[src/hw/rtl/mrvd_pkg.sv]
package mrvd_pkg;

    // Fold limits
    localparam int MAX_WORDS_DEF = 4;
    localparam int CNT_W         = 3;
    localparam int ACC_W         = 64;

    // Queue between front and back
    localparam int QDEPTH        = 2;

    // Configuration port
    localparam int CFG_IDX_W     = 3;
    localparam int CFG_DATA_W    = 48;

    localparam logic [CFG_IDX_W-1:0] CFG_BYTE_ORDER   = 3'd0;
    localparam logic [CFG_IDX_W-1:0] CFG_SIGNED_MODE  = 3'd1;
    localparam logic [CFG_IDX_W-1:0] CFG_VALUE_FORMAT = 3'd2;
    localparam logic [CFG_IDX_W-1:0] CFG_FRAC_BITS    = 3'd3;
    localparam logic [CFG_IDX_W-1:0] CFG_SCALE_FACTOR = 3'd4;
    localparam logic [CFG_IDX_W-1:0] CFG_OFFSET_VALUE = 3'd5;

    localparam logic signed [31:0] SCALE_RESET = 32'sd65536;

    typedef struct packed {
        logic [15:0] word;
        logic        last_word;
    } t_in_word;

    typedef struct packed {
        logic signed [63:0] int_value;
        logic signed [63:0] scaled_value;
        logic               saturated;
        logic               status;
    } t_out_word;

    typedef struct packed {
        logic               byte_order;
        logic               signed_mode;
        logic               value_format;
        logic [4:0]         frac_bits;
        logic signed [31:0] scale_factor;
        logic signed [47:0] offset_value;
    } t_cfg;

    // One finished run handed from front to back
    typedef struct packed {
        logic [ACC_W-1:0] acc;
        logic [CNT_W-1:0] count;
        logic             too_long;
    } t_job;

endpackage

[src/hw/rtl/mrvd_queue.sv]
module mrvd_queue
    import mrvd_pkg::*;
(
    input  logic i_clk,
    input  logic i_rst_n,
    input  logic i_push,
    input  t_job i_job,
    output logic o_full,
    input  logic i_pop,
    output logic o_valid,
    output t_job o_job
);

    localparam int QAW = (QDEPTH > 1) ? $clog2(QDEPTH) : 1;
    localparam int QCW = $clog2(QDEPTH + 1);

    t_job           r_mem [QDEPTH];
    logic [QAW-1:0] r_wp, r_rp;
    logic [QCW-1:0] r_cnt;
    logic           do_push, do_pop;

    assign o_full  = (r_cnt == QCW'(QDEPTH));
    assign o_valid = (r_cnt != '0);
    assign o_job   = r_mem[r_rp];
    assign do_push = i_push && !o_full;
    assign do_pop  = i_pop && o_valid;

    // Store the job at the write pointer
    always_ff @(posedge i_clk) begin
        if (do_push) begin
            r_mem[r_wp] <= i_job;
        end
    end

    // Advance pointers and fill count
    always_ff @(posedge i_clk) begin
        if (!i_rst_n) begin
            r_wp  <= '0;
            r_rp  <= '0;
            r_cnt <= '0;
        end else begin
            if (do_push) begin
                r_wp <= (r_wp == QAW'(QDEPTH - 1)) ? '0 : r_wp + QAW'(1);
            end
            if (do_pop) begin
                r_rp <= (r_rp == QAW'(QDEPTH - 1)) ? '0 : r_rp + QAW'(1);
            end
            if (do_push && !do_pop) begin
                r_cnt <= r_cnt + QCW'(1);
            end else if (do_pop && !do_push) begin
                r_cnt <= r_cnt - QCW'(1);
            end
        end
    end

endmodule

[config.mk]
export PLATFORM = sky130hd
export DESIGN_NAME = mrvd_queue
export DESIGN_NICKNAME = d
export VERILOG_FILES = /design/src/hw/rtl/mrvd_pkg.sv /design/src/hw/rtl/mrvd_queue.sv
export SDC_FILE = /design/constraint.sdc
export NUM_CORES = 1
export LEC_CHECK = 0
export ABC_CLOCK_PERIOD_IN_PS = 4900
export BUFFER_PORTS_ARGS = -buffer_cell sky130_fd_sc_hd__buf_2
export CAP_MARGIN = 0
export CORE_ASPECT_RATIO = 1.2
export CORE_MARGIN = 3
export CORE_UTILIZATION = 54
export CTS_BUF_LIST = sky130_fd_sc_hd__clkbuf_4
export DETAILED_ROUTE_END_ITERATION = 10
export GPL_TIMING_DRIVEN = 1
export PLACE_DENSITY_LB_ADDON = 0.2
export SETUP_SLACK_MARGIN = 0.3
export SKIP_CTS_REPAIR_TIMING = 1
export SYNTH_ARGS = -nofsm -noshare
export SYNTH_HDL_FRONTEND = slang
export SYNTH_SLANG_ARGS = --single-unit
[constraint.sdc]
create_clock -name i_clk -period 4.9 [get_ports i_clk]
set_input_delay 0.49 -clock i_clk [delete_from_list [all_inputs] [get_ports i_clk]]
set_output_delay 0.49 -clock i_clk [all_outputs]
set_load 0.02 [all_outputs]
* Yosys cells after proc, flatten, opt, wreduce, memory -nomap -nowiden *
Memory sizes are Yosys's and may differ from the RTL's. A register that Yosys moved wholly into a read port is not among the register bits.
Cells that the tools add are included.

storage, ports and cells
  register bits = 4
  memory bits (writable) = 136
  bits of input ports = 72
  output and inout bits = 70
  word-level logic and storage cells = 26
  memories kept = 1

memory list
  memory  depth  width  read ports  clocked after memory_dff  wr ports  RTL line          text
  r_mem   2      68     1           1                         1         mrvd_queue.sv:17  t_job r_mem [QDEPTH];

cells by class
  $add $sub $neg = 4
  equal/unequal tests = 1
  mux-type cells = 8
  reduce and logical (&&, ||, !) cells = 9

operator list
  operator               count
  $mux W1                6
  $logic_and A1 B1 Y1    4
  $mux W2                2
  $reduce_bool A2 Y1     2
  $logic_not A1 Y1       3
  $add A1 B1 Y1 const B  2
  $add A2 B1 Y2 const B  1
  $eq A2 B2 Y1 const B   1
  $sub A2 B1 Y2 const B  1

* Longest topological paths before layout *
  word-level depth = 7
  depth in mapped cells = 7
  mapped depth without buffers = 7

* Least setup slack after synthesis *
Ideal clock, no wire load.

  path kind = reg-to-reg
  from = reg r_cnt[0]
  to = mem r_mem[0][0] (netlist name) (enable)
  library setup time = 0.483 ns
  arrival time = 3.263 ns
  required time = 4.417 ns
  slack = 1.154 ns
  stages on the path, launching flop included = 4
  path buffers = 0
  clock period less this slack = 3.746 ns
  path through = dfxtp_1 -> nand2b_1 -> inv_2 -> nor3_2

between the ends
  cells in the longest elaborated chain, start to end = 5

ends and longest elaborated chain
  element                        RTL line          text
  start: declaration             mrvd_queue.sv:19  logic [QCW-1:0] r_cnt;
  start signal: assignment       mrvd_queue.sv:49  r_cnt <= r_cnt + QCW'(1);
  start signal: assignment       mrvd_queue.sv:51  r_cnt <= r_cnt - QCW'(1);
  $eq A2 B2 Y1                   mrvd_queue.sv:22  assign o_full = (r_cnt == QCW'(QDEPTH));
  via o_full                     mrvd_queue.sv:8   output logic o_full,
  $logic_not A1 Y1               mrvd_queue.sv:25  assign do_push = i_push && !o_full;
  $logic_and A1 B1 Y1            mrvd_queue.sv:25
  $mux W1                        mrvd_queue.sv:30  if (do_push) begin
  $mux W1 (implied by the code)  mrvd_queue.sv:31  r_mem[r_wp] <= i_job;
  end: declaration               mrvd_queue.sv:17

The timed path passes the listed nets, and every way through them passes these cells.

==> results by stage <==
Run status:
- The flow ran to the end, and the final reports show no timing, DRC or antenna violations.

STA:
- Setup repair after global routing left no endpoint under its margin.
- The final count of pins violating max slew is 0.
- The post-route clock skew is 0.0157 ns.
- Timing would allow up to 0.378 GHz.
- Subtracting the final worst setup slack from the clock period gives 2.65 ns.
- The final-layout setup total negative slack is 0 ns.
- The worst path uses 54.0% of the clock period.
- For the pin with the worst max-slew slack, the measured transition is 1.03 ns.
- Measured against its own limit, the worst slew margin works out to 31.5%.
- The total count of hold-check failures in the final report is 0.
- The final number of setup-violating endpoints is 0.

Drt:
- The total number of vias is 2621.
- In the final routed layout, each cell accounts on average for 16.4 um.
- The number of nets with antenna violations after detailed routing is 0.
- After detailed routing, the number of remaining DRC violations is 0.
- After detailed routing, the total wire length is approximately 8.6 mm.
- After detailed routing, the number of vias per cell comes to 5.01.
- The number of iterations in the first detailed-routing pass is 4.
- The iteration-0 DRC count of the detailed router is about 180.

Synthesis:
- The cell type with the largest total area after synthesis is sky130_fd_sc_hd__edfxtp_1.
- In this run, synthesis inferred around 140 flip-flops with an integrated enable.
- The most used flip-flop cell after synthesis is sky130_fd_sc_hd__edfxtp_1.
- When the netlist entered floorplanning its net count stood at 310.
- The proportion of synthesized chip area in sequential cells is approximately 80%.
- The share of async-settable or async-resettable flops after synthesis is 0%.
- By area the synthesized netlist is led by sky130_fd_sc_hd__edfxtp_1 (78%), sky130_fd_sc_hd__mux2_2 (10%), sky130_fd_sc_hd__mux2_4 (5.7%).
- The count of state elements after synthesis is 141.
- The count of unique library cells instantiated by Yosys is 23.
- The average cell area after synthesis is 22.1 um^2.
- The total of warnings raised by yosys is 0.
- Counting every instance in the synthesized netlist gives approximately 240.
- The area share of the leading cell type in the synthesized netlist is between 70% and 80%.
- The area of the mapped netlist is 0.00523 mm^2.

Min path:
- For hold timing, the worst endpoint is r_mem[1][45]$_DFFE_PP_.
- In this run the worst hold path is classified as in2reg.
- The instance count along the most critical hold path is 1.
- The worst min-delay path startpoint is i_job[45].

Worst setup path:
- The endpoint identified for the worst register-to-register timing path is r_mem[0][62]$_DFFE_PP_.
- For the worst setup path, the data required time is 4.41 ns.
- Data on the critical path arrives at its endpoint at 2.16 ns.
- The depth of the most critical reg-to-reg path is 4.
- The endpoint class of the critical path is an output port.
- The sort of element at the start of the critical path is a flop.
- The setup path with the least slack is of type reg2out.
- The startpoint identified for the worst register-to-register timing path is r_cnt[0]$_SDFFE_PN0P_.
- Of all nets on the critical path, the largest fanout is 68.
- The minimum setup slack among reg-to-reg paths is 2.78 ns.

Place:
- The wire-length estimate of the detail-placed layout is 5.58 mm.
- The placed instances occupy a cell area of approximately 0.0061 mm^2.
- The number of buffers inserted by port buffering is ~140.
- The routability congestion estimate from global placement is roughly 0.7.

Floorplanning:
- The number of placement rows is 38.
- For this configuration, the core starts out at a cell density of 56.7%.
- The total core area is about 0.0092 mm^2.
- In this run the horizontal extent of the chip is 95.8 um.
- The die outline height is roughly 110 um.
- The count of pins on the block boundary is approximately 140.
- The die covers 0.0109 mm^2.

Final layout:
- From synthesis to final layout, the design area changed by 21.9%.
- The net count of the finished layout is 463.
- In the final layout, the share of cells above drive strength 1 is 60.8%.
- The number of antenna diodes is 0.
- The finished cells cover 0.00637 mm^2.
- At the end of the flow the core is filled with cells to about 70%.

Pwr:
- The clock network is responsible for 23.9% of the overall power.
- The power share of the sequential group is 49.1%.
- The power density over the cells is ~530 mW/mm^2.
- The standby leakage power is around 0.0024 uW.
- The internal portion of the total power is 2350 uW.
- The proportion of power drawn by combinational gates is between 20% and 30%.
- The total design power is 3350 uW.
- The switching share of power is approximately 30%.
- The worst-case IR drop observed on VDD is 0.269 mV.
- Summed over all nets, the switching power comes to around 1000 uW.

Clocking:
- The library cell used as clock root buffer is sky130_fd_sc_hd__clkbuf_4.
- The TritonCTS sink count is 141.
- The clock-pin transition on the worst setup and hold timing paths is 0.12 ns.
- The CTS tree is yes.
- The number of clock buffers inserted by TritonCTS is 17.
- The H-tree was split into 4 levels.
- The longest clock path from root to sink contains 2 buffers.
- The clock latency reported for the late side of the worst-skew pair is ~0.51 ns.

Global routing:
- The via count of the first global-routing pass is 2718.
- The number of antenna violations at the first check in global routing is 1.
- The global routing usage summed across all routing layers is between 10% and 20%.
- The residual overflow from global routing is 0.
- The first global-routing pass estimated 12.8 mm of wire.
- The maximum number of pins on one net before global-route repair is slightly below 70.

Run:
- Across the run, the number of max-cap violations was 0.
sequential cells by signal, indices dropped and copies added, names as in the netlist, named ones only:
register / cells
r_mem: 136
r_cnt: 2
r_rp: 1
r_wp: 1
power by group through the flow:
stage	registers, uW	logic [uW]	clock network, uW
floorplan	1580	734	0
global placement	1670	909	0
detailed placement	1680	918	0
CTS	1650	921	822
global route	1670	971	875
finish	1640	904	803
synth_stat cells, drive strengths merged (2+ instances only):
| library cell | number |
|---|---|
| edfxtp | 136 |
| mux2 | 68 |
| buf | 8 |
| dfxtp | 5 |
| and2 | 3 |
| a21boi | 2 |
| inv | 2 |
| o21ai | 2 |
| xnor2 | 2 |
cells by family after synthesis:
family / count (synthesis) / share of synthesized area, %
AOI/OAI and AO/OA: 5 / 0.622
xor gates and xnor gates: 3 / 0.503
adders and majority gates: 1 / 0.239
buffers and inverters: 10 / 1.39
DFF: 141 / 80.1
muxes: 68 / 16.1
and+or+nand+nor: 9 / 1.10
per-stage QoR:
stage / setup WS, ns / hold WS (ns) / std cells
floorplan: 1.15 / 0.479 / 237
global placement: 2.75 / 0.507 / 491
detailed placement: 2.72 / 0.512 / 491
CTS: 2.16 / 0.112 / 523
global route: 2.10 / 0.0938 / 523
finish: 2.25 / 0.159 / 523
cell type report:
class	instances	area, um^2
flip-flops and latches	141	4190
inverters	2	7.51
clock inverters	12	169
fillers	647	2850
clock buffers	20	150
multi-input cells	86	981
repair buffers	142	726
well taps	120	150
layout by cell type (no fill, tap or decap), drive strengths merged:
cell,netlist,routed
a21boi,2,2
and2,3,3
and3,1,1
buf,8,142
bufinv,0,4
clkbuf,0,20
clkinv,0,4
clkinvlp,0,3
dfxtp,5,5
edfxtp,136,136
ha,1,1
inv,2,3
mux2,68,68
nand2b,1,1
nor2,1,1
nor3,1,1
o21a,1,1
o21ai,2,2
or2,1,1
or3,1,1
xnor2,2,2
xor2,1,1
worst max path at each step:
stage / cells past startpoint / slack [ns] / end
floorplan: 3 / 1.15 / r_mem[0][0]$_DFFE_PP_
global placement: 4 / 2.75 / r_mem[0][39]$_DFFE_PP_
detailed placement: 4 / 2.72 / r_mem[0][39]$_DFFE_PP_
CTS: 2 / 2.16 / o_job[11]
global route: 2 / 2.10 / o_job[17]
finish: 2 / 2.25 / o_job[17]
metal layers:
metal	up-vias	share of wire, %	GRT usage [%]
li1	1246	-	-
met1	1264	37	17.6
met2	97	54	28.3
met3	12	7.4	6.40
met4	2	1.1	7.40
met5	-	0.082	0
worst max-delay path: stages, from the launching register on:
cell                      delay, ns
sky130_fd_sc_hd__dfxtp_4       1.05
sky130_fd_sc_hd__mux2_2        0.43
sky130_fd_sc_hd__buf_2         0.16
Note: power is estimated with default switching activity, not from simulation.
