### src/hw/rtl/mrvd_pkg.sv
package mrvd_pkg;

    // Fold limits
    localparam int MAX_WORDS_DEF = 4;
    localparam int CNT_W         = 3;
    localparam int ACC_W         = 64;

    // Queue between front and back
    localparam int QDEPTH        = 2;

    // Configuration port
    localparam int CFG_IDX_W     = 3;
    localparam int CFG_DATA_W    = 48;

    localparam logic [CFG_IDX_W-1:0] CFG_BYTE_ORDER   = 3'd0;
    localparam logic [CFG_IDX_W-1:0] CFG_SIGNED_MODE  = 3'd1;
    localparam logic [CFG_IDX_W-1:0] CFG_VALUE_FORMAT = 3'd2;
    localparam logic [CFG_IDX_W-1:0] CFG_FRAC_BITS    = 3'd3;
    localparam logic [CFG_IDX_W-1:0] CFG_SCALE_FACTOR = 3'd4;
    localparam logic [CFG_IDX_W-1:0] CFG_OFFSET_VALUE = 3'd5;

    localparam logic signed [31:0] SCALE_RESET = 32'sd65536;

    typedef struct packed {
        logic [15:0] word;
        logic        last_word;
    } t_in_word;

    typedef struct packed {
        logic signed [63:0] int_value;
        logic signed [63:0] scaled_value;
        logic               saturated;
        logic               status;
    } t_out_word;

    typedef struct packed {
        logic               byte_order;
        logic               signed_mode;
        logic               value_format;
        logic [4:0]         frac_bits;
        logic signed [31:0] scale_factor;
        logic signed [47:0] offset_value;
    } t_cfg;

    // One finished run handed from front to back
    typedef struct packed {
        logic [ACC_W-1:0] acc;
        logic [CNT_W-1:0] count;
        logic             too_long;
    } t_job;

endpackage

### src/hw/rtl/mrvd_front.sv
module mrvd_front
    import mrvd_pkg::*;
#(
    parameter int MAX_WORDS = MAX_WORDS_DEF
) (
    input  logic     i_clk,
    input  logic     i_rst_n,
    input  t_cfg     i_cfg,
    input  logic     i_valid,
    output logic     o_ready,
    input  t_in_word i_data,
    output logic     o_push,
    output t_job     o_job,
    input  logic     i_full
);

    logic [ACC_W-1:0] r_acc, n_acc;
    logic [CNT_W-1:0] r_count, n_count;
    logic             r_long, n_long;
    logic [15:0]      swapped;
    logic             take;

    assign o_ready = !i_full;
    assign take    = i_valid && !i_full;
    assign swapped = {i_data.word[7:0], i_data.word[15:8]};

    // Fold the incoming word into the accumulator
    always_comb begin
        n_acc   = r_acc;
        n_count = r_count;
        n_long  = r_long;
        if (r_count < CNT_W'(MAX_WORDS)) begin
            if (!i_cfg.value_format && i_cfg.byte_order) begin
                n_acc = r_acc | ({48'b0, swapped} << {r_count[1:0], 4'b0000});
            end else begin
                n_acc = {r_acc[ACC_W-17:0], i_data.word};
            end
            n_count = r_count + CNT_W'(1);
        end else begin
            n_long = 1'b1;
        end
    end

    // Hand the run over on the marked word
    assign o_push = take && i_data.last_word;
    assign o_job  = '{acc: n_acc, count: n_count, too_long: n_long};

    always_ff @(posedge i_clk) begin
        if (!i_rst_n) begin
            r_acc   <= '0;
            r_count <= '0;
            r_long  <= 1'b0;
        end else if (take) begin
            if (i_data.last_word) begin
                r_acc   <= '0;
                r_count <= '0;
                r_long  <= 1'b0;
            end else begin
                r_acc   <= n_acc;
                r_count <= n_count;
                r_long  <= n_long;
            end
        end
    end

endmodule

### config.mk
export PLATFORM = sky130hd
export DESIGN_NAME = mrvd_front
export DESIGN_NICKNAME = d
export VERILOG_FILES = /design/src/hw/rtl/mrvd_pkg.sv /design/src/hw/rtl/mrvd_front.sv
export SDC_FILE = /design/constraint.sdc
export NUM_CORES = 1
export LEC_CHECK = 0
export BUFFER_PORTS_ARGS = -buffer_cell sky130_fd_sc_hd__buf_2
export CORE_MARGIN = 2
export CORE_UTILIZATION = 51
export CTS_CLUSTER_DIAMETER = 60
export DETAILED_ROUTE_END_ITERATION = 8
export PLACE_DENSITY_LB_ADDON = 0.08
export SETUP_SLACK_MARGIN = 0.4
export SYNTH_ARGS = -nofsm -noshare
export SYNTH_HDL_FRONTEND = slang
export SYNTH_SLANG_ARGS = --single-unit
### constraint.sdc
create_clock -name i_clk -period 2.9 [get_ports i_clk]
set_input_delay 0.58 -clock i_clk [delete_from_list [all_inputs] [get_ports i_clk]]
set_output_delay 0.58 -clock i_clk [all_outputs]
set_load 0.01 [all_outputs]
Word level (Yosys, flattened, before mapping)
Cells that the tools add are included.

Logic and storage cells: 19. Register bits after elaboration: 68. Output and inout port bits: 70.

Muxes and demuxes: 7. Shift-type cells: 1. Bitwise logic cells: 1. Order comparisons: 1. Reductions and logical operators: 5. $add $sub $neg: 1.

Operator list (count): 64-bit 2-to-1 mux (3); 64-bit OR (1); 16-bit by 6-bit << shifter with 64-bit output (1); 3-bit 2-to-1 mux (2); 3-bit by 1-bit adder with 3-bit output, second input constant (1); 1-bit logical AND (3); 3-bit less-than comparator, second input constant (1); 1-bit zero test (2); 1-bit 2-to-1 mux (2).

Longest topological paths before layout
Gate-level depths: netlist (run 1).

Depth in word-level cells: 5. Depth in mapped cells: 7. Depth with buffers taken out: 4.

Worst setup path after synthesis (run 1)
Ideal clock, no wire load.

Path type: input to output. From: input i_cfg[87] (netlist bit). To: output o_job[4] (netlist bit). Data required time: 2320 ps. Arrival time: 1671 ps. Setup slack: 649 ps. Cell stages on the path: 7. Path through: nor2b_1 -> nor2_1 -> buf_4 -> buf_2 -> clkbuf_1 -> nand2_1 -> o21ai_0.

RTL lines: start, declared (line mrvd_front.sv:8) `input t_cfg i_cfg,`; end, declared (line mrvd_front.sv:13) `output t_job o_job,`.

==> results of run 1 <==
## power groups by stage
stage          logic (mW)  clock network (mW)  registers [mW]
2_1_floorplan       0.198                   0           0.972
3_3_place_gp        0.275                   0           0.977
3_5_place_dp        0.279                   0           0.977
4_1_cts             0.281               0.786           0.956
5_1_grt             0.312               0.822           0.957
6_report            0.285               0.786           0.955
## state kept, by name (all words and copies together) (netlist names)
| signal | count |
|---|---|
| r_acc | 64 |
| r_long | 1 |
| r_count | 3 |
## metal layers
layer,vias up,wire length (um),GRT usage
li1,1932,-,-
met1,1861,5630,0.429
met2,173,5260,0.409
met3,14,972,0.0515
met4,0,182,0.104
met5,-,0,0
## placed cells by master (no fill, tap or decap), types with 2 or more instances in the layout
cell type  count
a21oi_1       66
a22oi_1       65
buf_12         3
buf_2         92
buf_4          8
clkbuf_8       9
clkinv_2       2
clkinv_4       2
dfxtp_1       65
dfxtp_2        2
inv_1          2
nand2_1       65
nand2b_1       2
nor2_1         7
nor2_4         2
nor2b_1        2
o21ai_0       59
o21ai_1        4
o2bb2ai_1     64
or2_2          2
## final timing paths
kind         cells past startpoint       start        end  slack [ns]
max                              6  r_count[2]  o_job[20]        0.49
min                              1   r_acc[58]  r_acc[58]        0.47
max reg2reg                      4  r_count[1]   r_acc[8]        1.11
min reg2reg                      1   r_acc[58]  r_acc[58]        0.47
## critical path, delay by kind of cell (launching register included)
family	cells	cell delay, ns
compound gates	2	0.30
buf+inv	2	0.39
flops	1	0.41
simple gates	2	0.38
## metrics by stage
step	std cells	cell area (um2)	setup WS (ns)	total power, mW	hold WS [ns]
floorplan	487	3860	0.649	1.17	0.429
global placement	628	4270	0.534	1.25	0.445
detailed placement	628	4270	0.525	1.26	0.450
CTS	644	4470	0.414	2.02	0.469
global route	644	4480	0.391	2.09	0.487
finish	644	4480	0.485	2.03	0.467
## layout make-up
cell class / instances / area [um2]
Fill cell: 723 / 2810
Multi-Input combinational cell: 355 / 2200
Sequential cell: 68 / 1370
Timing Repair Buffer: 104 / 592
Clock buffer: 10 / 128
Tap cell: 99 / 124
Clock inverter: 6 / 65.1
Inverter: 2 / 7.51
## timing repair
action | CTS | global route
endpoints found under the hold margin | 0 | 0
gates resized for setup | 5 | 7
buffers inserted | 0 | 0
hold buffers | 0 | 0
setup endpoints to repair | 30 | 14
## cells by family (layout without fill, tap and decap cells)
group,Yosys count,in the layout
buffers and inverters,64,122
multiplexers,1,1
adder cells (fa/ha/maj),1,1
XOR/XNOR,1,1
AND/OR/NAND/NOR,90,90
AO/OA/AOI/OAI,262,262
flip-flops,68,68
==> results_dict.tcl, run 1 <==
set metrics [dict create \
    synth_edf_count 0 \
    die_x_um 91.0 \
    area_growth_pct 16.2 \
    ys_seq_area_frac 0.353 \
    synthArstFlopShare 0 \
    numClockSinks 68 \
    syn_nets 597 \
    status "complete, no violations" \
    hp-class "reg -> reg" \
    synth.most_common_cell "dfxtp_1" \
    fin_crit_ns 2.41 \
    dp_hpwl_um 7900 \
    synth.avg_cell_area_um2 7.92 \
    start_util 0.529 \
    maxSlewHeadroom 0.518 \
    cts-root-buf "clkbuf_8" \
    grt_max_degree 77 \
    numCtsBuffers 9 \
    final_nets 650 \
    powerDensity_nw_per_um2 452 \
    synth_area_leaders "dfxtp_1, o2bb2ai_1, a22oi_1, a21oi_1, o21ai_0" \
    synth_top_cell_by_area "dfxtp_1" \
    cp.required_ns 2.32 \
    maxCapViolCount 0 \
    dr_total_vias 3980 \
    place.gp.congestion 0.799 \
    max_freq_mhz 414 \
    synth_cell_types 33 \
    crit_slowest_cell "dfxtp_4" \
    netlist_instances 487 \
    switching_share 0.293 \
    clock_latency_ns 0.35 \
    first_global_vias 3468 \
    dr.pass1.iters 5 \
    synthFlopType "dfxtp_1" \
    fin_tns_setup_ns 0 \
    critPathKind "reg -> out" \
    clk_path_buf_depth 2 \
    core.rowCount 31 \
    postSynthRegisterBits 68 \
    synth_compound_area_frac 0.450 \
    rsz0062_at_grt "false" \
    p_clk_frac 0.388 \
    final_core_util 0.614 \
    p_leak_nw 1.64 \
    synth_fa_ha_area_frac 0.00324 \
    path_max_fanout 16 \
    synthMuxAreaShare 0.00292 \
    final_antenna_net_count 0 \
    die_h_um 91.0 \
    setup_viol 0 \
    coreArea_um2 7290 \
    synth_top_family_by_area "compound AO/OA/AOI/OAI gates" \
    h-tree-depth 3 \
    combPwrFrac 0.141 \
    p_sw_mw 0.594 \
    track_usage 0.286 \
    synth_top_area_frac 0.353 \
    syn_area_um2 3860 \
    final_hold_viol_count 0 \
    boundaryPins 179 \
    cp-start-kind "flop" \
    overflow 0 \
    ir_worst_vdd_mv 0.252 \
    vias_per_cell 6.18 \
    ys_warn_count 0 \
    wl_um 12000 \
    wire_per_inst_um 18.7 \
    seqPwrFrac 0.471 \
    cpPeakStageDelay_ns 0.41 \
    clkTransAtPathRegs_ns 0.08 \
    drtIter0Drc 326 \
    grt_pass1_wl_um 18800 \
    drc 0 \
    worstPathCellList "nand2b_2 > nor2_1 > buf_6 > a21oi_1 > o21ai_0 > buf_2" \
    synthSimpleGateAreaFrac 0.107 \
    min_period_over_period 0.833 \
    p_int_mw 1.43 \
    dieArea_um2 8280 \
    slew_violations 0 \
    io_buffers 92 \
    cp.arrival_ns 1.83 \
    finClkSkew_ns 0.00805 \
    tightest_slew_ns 0.721 \
    drive_above_1_share 0.250 \
    antenna_cells 0 \
    critPathCaptureType "output pin" \
    synth_xor_area_frac 0.00227 \
    tritoncts "yes" \
    antenna_found_initial 0 \
    synth_common_cells "dfxtp_1, a21oi_1, a22oi_1, nand2_1, o2bb2ai_1" \
]
(Power assumes the default switching activity.)
==> run 2, diff against run 1 <==
CORE_UTILIZATION = 47   (was 51)
clock period = 2.5 ns   (was 2.9 ns; I/O delays follow)
==> run 2 against run 1 <==
Flip-flop and latch count unchanged; final cell count up 9.9%; first-iteration DRC count up 78%; routed wire length up 28%; sequential share of layout area down 6.5 points; total power up 30%; global-route usage up 4.1 points; critical path depth up 1; critical path type unchanged; critical endpoint is now o_job[47]; largest cell class unchanged.
==> results_dict.tcl, run 2 (synthesis gave the netlist of run 1 again) <==
set metrics [dict create \
    status "complete, no violations" \
    setup_viol 0 \
    path_max_fanout 6 \
    place_inst 643 \
    ctsHoldBuffers 0 \
    wire_per_inst_um 21.8 \
    cp.arrival_ns 1.79 \
    area_growth_pct 48.1 \
    overflow 0 \
    final_core_util 0.706 \
    worstPathCellList "buf_6 > nor3b_4 > buf_6 > buf_12 > a21oi_2 > o21ai_1 > buf_2" \
    boundaryPins 179 \
    antenna_found_initial 0 \
    dp_hpwl_um 8140 \
    p_clk_frac 0.374 \
    die_x_um 94.6 \
    regMostFlops "r_acc" \
    fin_tns_setup_ns 0 \
    max_freq_mhz 436 \
    cts-root-buf "clkbuf_8" \
    final_cells 708 \
    wl_um 15400 \
    numCtsBuffers 9 \
    critPathCaptureType "output pin" \
    crit_slowest_cell "dfxtp_4" \
    tightest_slew_ns 0.725 \
    antenna_cells 0 \
    fin_crit_ns 2.29 \
    ir_worst_vdd_mv 0.361 \
    drive_above_1_share 0.410 \
    dieArea_um2 8950 \
    finClkSkew_ns 0.0108 \
    slew_violations 0 \
    grt_pass1_wl_um 22100 \
    track_usage 0.328 \
    cp-start-kind "flop" \
    mostFrequentLayoutCells "buf_2, a22oi_1, dfxtp_1" \
    combPwrFrac 0.205 \
    dr_total_vias 4515 \
    critPathKind "reg -> out" \
    core.rowCount 33 \
    vias_per_cell 6.38 \
    m1WireLength_um 6340 \
    hp-class "in -> reg" \
    cp_common_cell "buf_6" \
    p_leak_nw 2.23 \
    first_global_vias 4033 \
    clk_path_buf_depth 2 \
    stdcell_area_um2 5710 \
    met3_length_um 1470 \
    h-tree-depth 3 \
    die_h_um 94.6 \
    final_hold_viol_count 0 \
    coreArea_um2 8090 \
    seqPwrFrac 0.421 \
    maxCapViolCount 0 \
    grt_max_degree 65 \
    route.met2.wl_um 7080 \
    top_regs "r_acc: 64 flops, r_count: 3 flops, r_long: 1 flops" \
    place.gp.congestion 0.803 \
    io_buffers 92 \
    numClockSinks 68 \
    final_antenna_net_count 0 \
    dpl_cell_area_um2 4380 \
    min_period_over_period 0.918 \
    powerDensity_nw_per_um2 461 \
    top_layer "met4" \
    layout_commonest_cell "buf_2" \
    clkTransAtPathRegs_ns 0.07 \
    clock_latency_ns 0.36 \
    maxSlewHeadroom 0.517 \
    cp.required_ns 2.00 \
    largest_reg_flops 64 \
    switching_share 0.297 \
    p_sw_mw 0.781 \
    rsz0062_at_grt "true" \
    drtIter0Drc 580 \
    tritoncts "yes" \
    start_util 0.477 \
    cpPeakStageDelay_ns 0.36 \
    drc 0 \
    final_nets 708 \
    dr.pass1.iters 5 \
    whs_ns 0.432 \
    p_int_mw 1.85 \
]
==> run 2: worst paths after layout <==
check	depth (start not counted)	start	slack, ns	endpoint
setup / recovery	7	r_count[2]	0.21	o_job[47]
hold / removal	3	i_rst_n	0.43	r_count[2]
setup reg to reg	9	r_count[2]	0.57	r_acc[18]
hold reg to reg	1	r_acc[59]	0.47	r_acc[59]
==> run 2: area by class of cell <==
type / instances / area [um2]
Sequential cell: 68 / 1370
Fill cell: 655 / 2380
Timing Repair Buffer: 162 / 1530
Clock inverter: 5 / 58.8
Clock buffer: 11 / 151
Inverter: 2 / 7.51
Multi-Input combinational cell: 355 / 2460
Tap cell: 105 / 131
==> run 2: through the flow <==
| stage | power (mW) | setup slack [ns] |
|---|---|---|
| 2_1_floorplan | 1.36 | 0.409 |
| 3_3_place_gp | 1.47 | 0.181 |
| 3_5_place_dp | 1.47 | 0.202 |
| 4_1_cts | 2.55 | 0.305 |
| 5_1_grt | 2.71 | 0.154 |
| 6_report | 2.63 | 0.205 |
==> run 2: power by group through the flow <==
stage / Clock, mW / Combinational [mW] / Sequential, mW
2_1_floorplan: 0 / 0.230 / 1.13
3_3_place_gp: 0 / 0.335 / 1.13
3_5_place_dp: 0 / 0.338 / 1.13
4_1_cts: 0.982 / 0.463 / 1.11
5_1_grt: 1.03 / 0.570 / 1.11
6_report: 0.983 / 0.540 / 1.11
==> run 2: what timing repair did <==
item | 4_1_cts | 5_1_grt
pin swaps | 12 | 19
cloned | 11 | 6
buffers inserted | 25 | 7
setup endpoints to repair | 65 | 64
resized for setup | 104 | 54
==> run 2: critical path, delay by kind of cell (launching register included) <==
| family | cells | cell delay [ns] |
|---|---|---|
| buffers and inverters | 4 | 0.57 |
| and+or+nand+nor | 1 | 0.25 |
| DFF | 1 | 0.36 |
| AOI/OAI and AO/OA | 2 | 0.25 |
==> run 2: metal layers <==
| layer | vias up | track usage |
|---|---|---|
| met5 | - | 0 |
| met3 | 46 | 0.0447 |
| met2 | 286 | 0.533 |
| met1 | 2120 | 0.444 |
| li1 | 2063 | - |
| met4 | 0 | 0.123 |
==> run 3, diff against run 2 <==
CORE_ASPECT_RATIO = 1.1   (was default)
GPL_TIMING_DRIVEN = 1   (was default)
==> run 3 against run 2 <==
Maximum frequency grew 4.3%; hold slack gained 0.0056 ns; routed wire length shrank 6.6%; core utilization shrank 2.6 points; register-to-register slack lost 0.04 ns; highest routed layer unchanged.
==> results_dict.tcl, run 3 (synthesis gave the netlist of run 1 again) <==
set metrics [dict create \
    status "complete, no violations" \
    finClkSkew_ns 0.0140 \
    drc 0 \
    vias_per_cell 6.32 \
    h-tree-depth 3 \
    hp-class "in -> reg" \
    cp.arrival_ns 1.70 \
    ir_worst_vdd_mv 0.268 \
    maxSlewHeadroom 0.416 \
    tritoncts "yes" \
    rr_startpoint "r_count[2]" \
    antenna_found_initial 0 \
    clk_path_buf_depth 2 \
    start_util 0.485 \
    critPathLaunch "r_count[2]" \
    min_period_over_period 0.880 \
    clock_latency_ns 0.35 \
    hold_path_depth 3 \
    fin_crit_ns 2.20 \
    gr-usage-met2 0.466 \
    dp_hpwl_um 8320 \
    final_nets 691 \
    grt_pass1_wl_um 21300 \
    maxCapViolCount 0 \
    coreArea_um2 7960 \
    rsz0062_at_grt "true" \
    drtIter0Drc 431 \
    clkTransAtPathRegs_ns 0.08 \
    r2r_cells 6 \
    powerDensity_nw_per_um2 487 \
    wire_per_inst_um 20.8 \
    dieArea_um2 8950 \
    grt_max_degree 65 \
    hp-start "i_rst_n" \
    grtUsageMet1 0.431 \
    cp.required_ns 2.00 \
    top_regs "r_acc: 64 flops, r_count: 3 flops, r_long: 1 flops" \
    drive_above_1_share 0.372 \
    die_h_um 99.0 \
    dr.pass1.iters 5 \
    wl_um 14400 \
    critPathKind "reg -> out" \
    numClockSinks 68 \
    antenna_cells 0 \
    setup_viol 0 \
    die_x_um 90.4 \
    area_growth_pct 40.3 \
    fin_tns_setup_ns 0 \
    busiest_layer "met2" \
    critPathCaptureType "output pin" \
    met3_usage 0.0497 \
    place.gp.congestion 0.794 \
    track_usage 0.304 \
    overflow 0 \
    ctsHoldBuffers 0 \
    numCtsBuffers 9 \
    max_freq_mhz 454 \
    path_max_fanout 8 \
    slew_violations 0 \
    regMostFlops "r_acc" \
    largest_reg_flops 64 \
    core.rowCount 34 \
    final_antenna_net_count 0 \
    cts-root-buf "clkbuf_8" \
    p_leak_nw 2.05 \
    whs_ns 0.438 \
    cp-start-kind "flop" \
    mostFrequentLayoutCells "buf_2, a22oi_1, dfxtp_1" \
    io_buffers 92 \
    final_hold_viol_count 0 \
    dr_total_vias 4383 \
    boundaryPins 179 \
    layout_commonest_cell "buf_2" \
    first_global_vias 3829 \
    tightest_slew_ns 0.871 \
]
run 3: changes by cell type in the layout (fill, tap and decap cells not counted), sizes merged:
cell      delta
clkinvlp     +1
inv          -1
clkbuf       -4
o31ai        +1
bufinv       +1
buf         -16
bufbuf       +1
run 3: final cells by class:
| cell class | instances | area (um2) |
|---|---|---|
| Clock buffer | 10 | 138 |
| Clock inverter | 6 | 87.6 |
| Fill cell | 689 | 2540 |
| Inverter | 2 | 7.51 |
| Multi-Input combinational cell | 356 | 2410 |
| Sequential cell | 68 | 1370 |
| Tap cell | 108 | 135 |
| Timing Repair Buffer | 144 | 1260 |
run 3: final timing paths:
check	slack [ns]	to
worst max-delay path	0.30	o_job[38]
worst min-delay path	0.44	r_count[2]
worst max register to register	0.53	r_acc[47]
worst min register to register	0.47	r_acc[57]
run 3: timing repair:
item	4_1_cts	5_1_grt
pin swaps	27	35
setup buffers	12	4
endpoints found under the setup margin	65	110
gates cloned	5	4
hold endpoints to repair	0	0
resized for setup	76	39
run 3: worst max-delay path, stage by stage (launching register included):
cell	delay, ns
dfxtp_4	0.40
nor3b_4	0.32
buf_6	0.22
a21oi_1	0.09
o21ai_1	0.16
buf_2	0.16
run 3: stage by stage:
step	worst slack (ns)	util	std cells	total power [mW]	area (um2)
2_1_floorplan	0.409	-	487	1.36	3860
3_3_place_gp	0.109	0.572	653	1.50	4550
3_5_place_dp	0.0876	0.572	653	1.51	4550
4_1_cts	0.348	0.650	686	2.59	5170
5_1_grt	0.278	0.680	694	2.72	5410
6_report	0.299	0.680	694	2.64	5410
run 3: layer usage:
metal,vias to the layer above,wire length [um]
li1,2028,-
met1,2092,6430
met2,249,6560
met3,14,1210
met4,0,195
met5,-,0
run 3: power breakdown:
| part | total, mW | switching, mW | leakage, nW | internal [mW] |
|---|---|---|---|---|
| combinational | 0.481 | 0.274 | 1.40 | 0.207 |
| clock | 1.05 | 0.459 | 0.105 | 0.587 |
| sequential | 1.11 | 0.0170 | 0.551 | 1.09 |
| total | 2.64 | 0.751 | 2.05 | 1.89 |
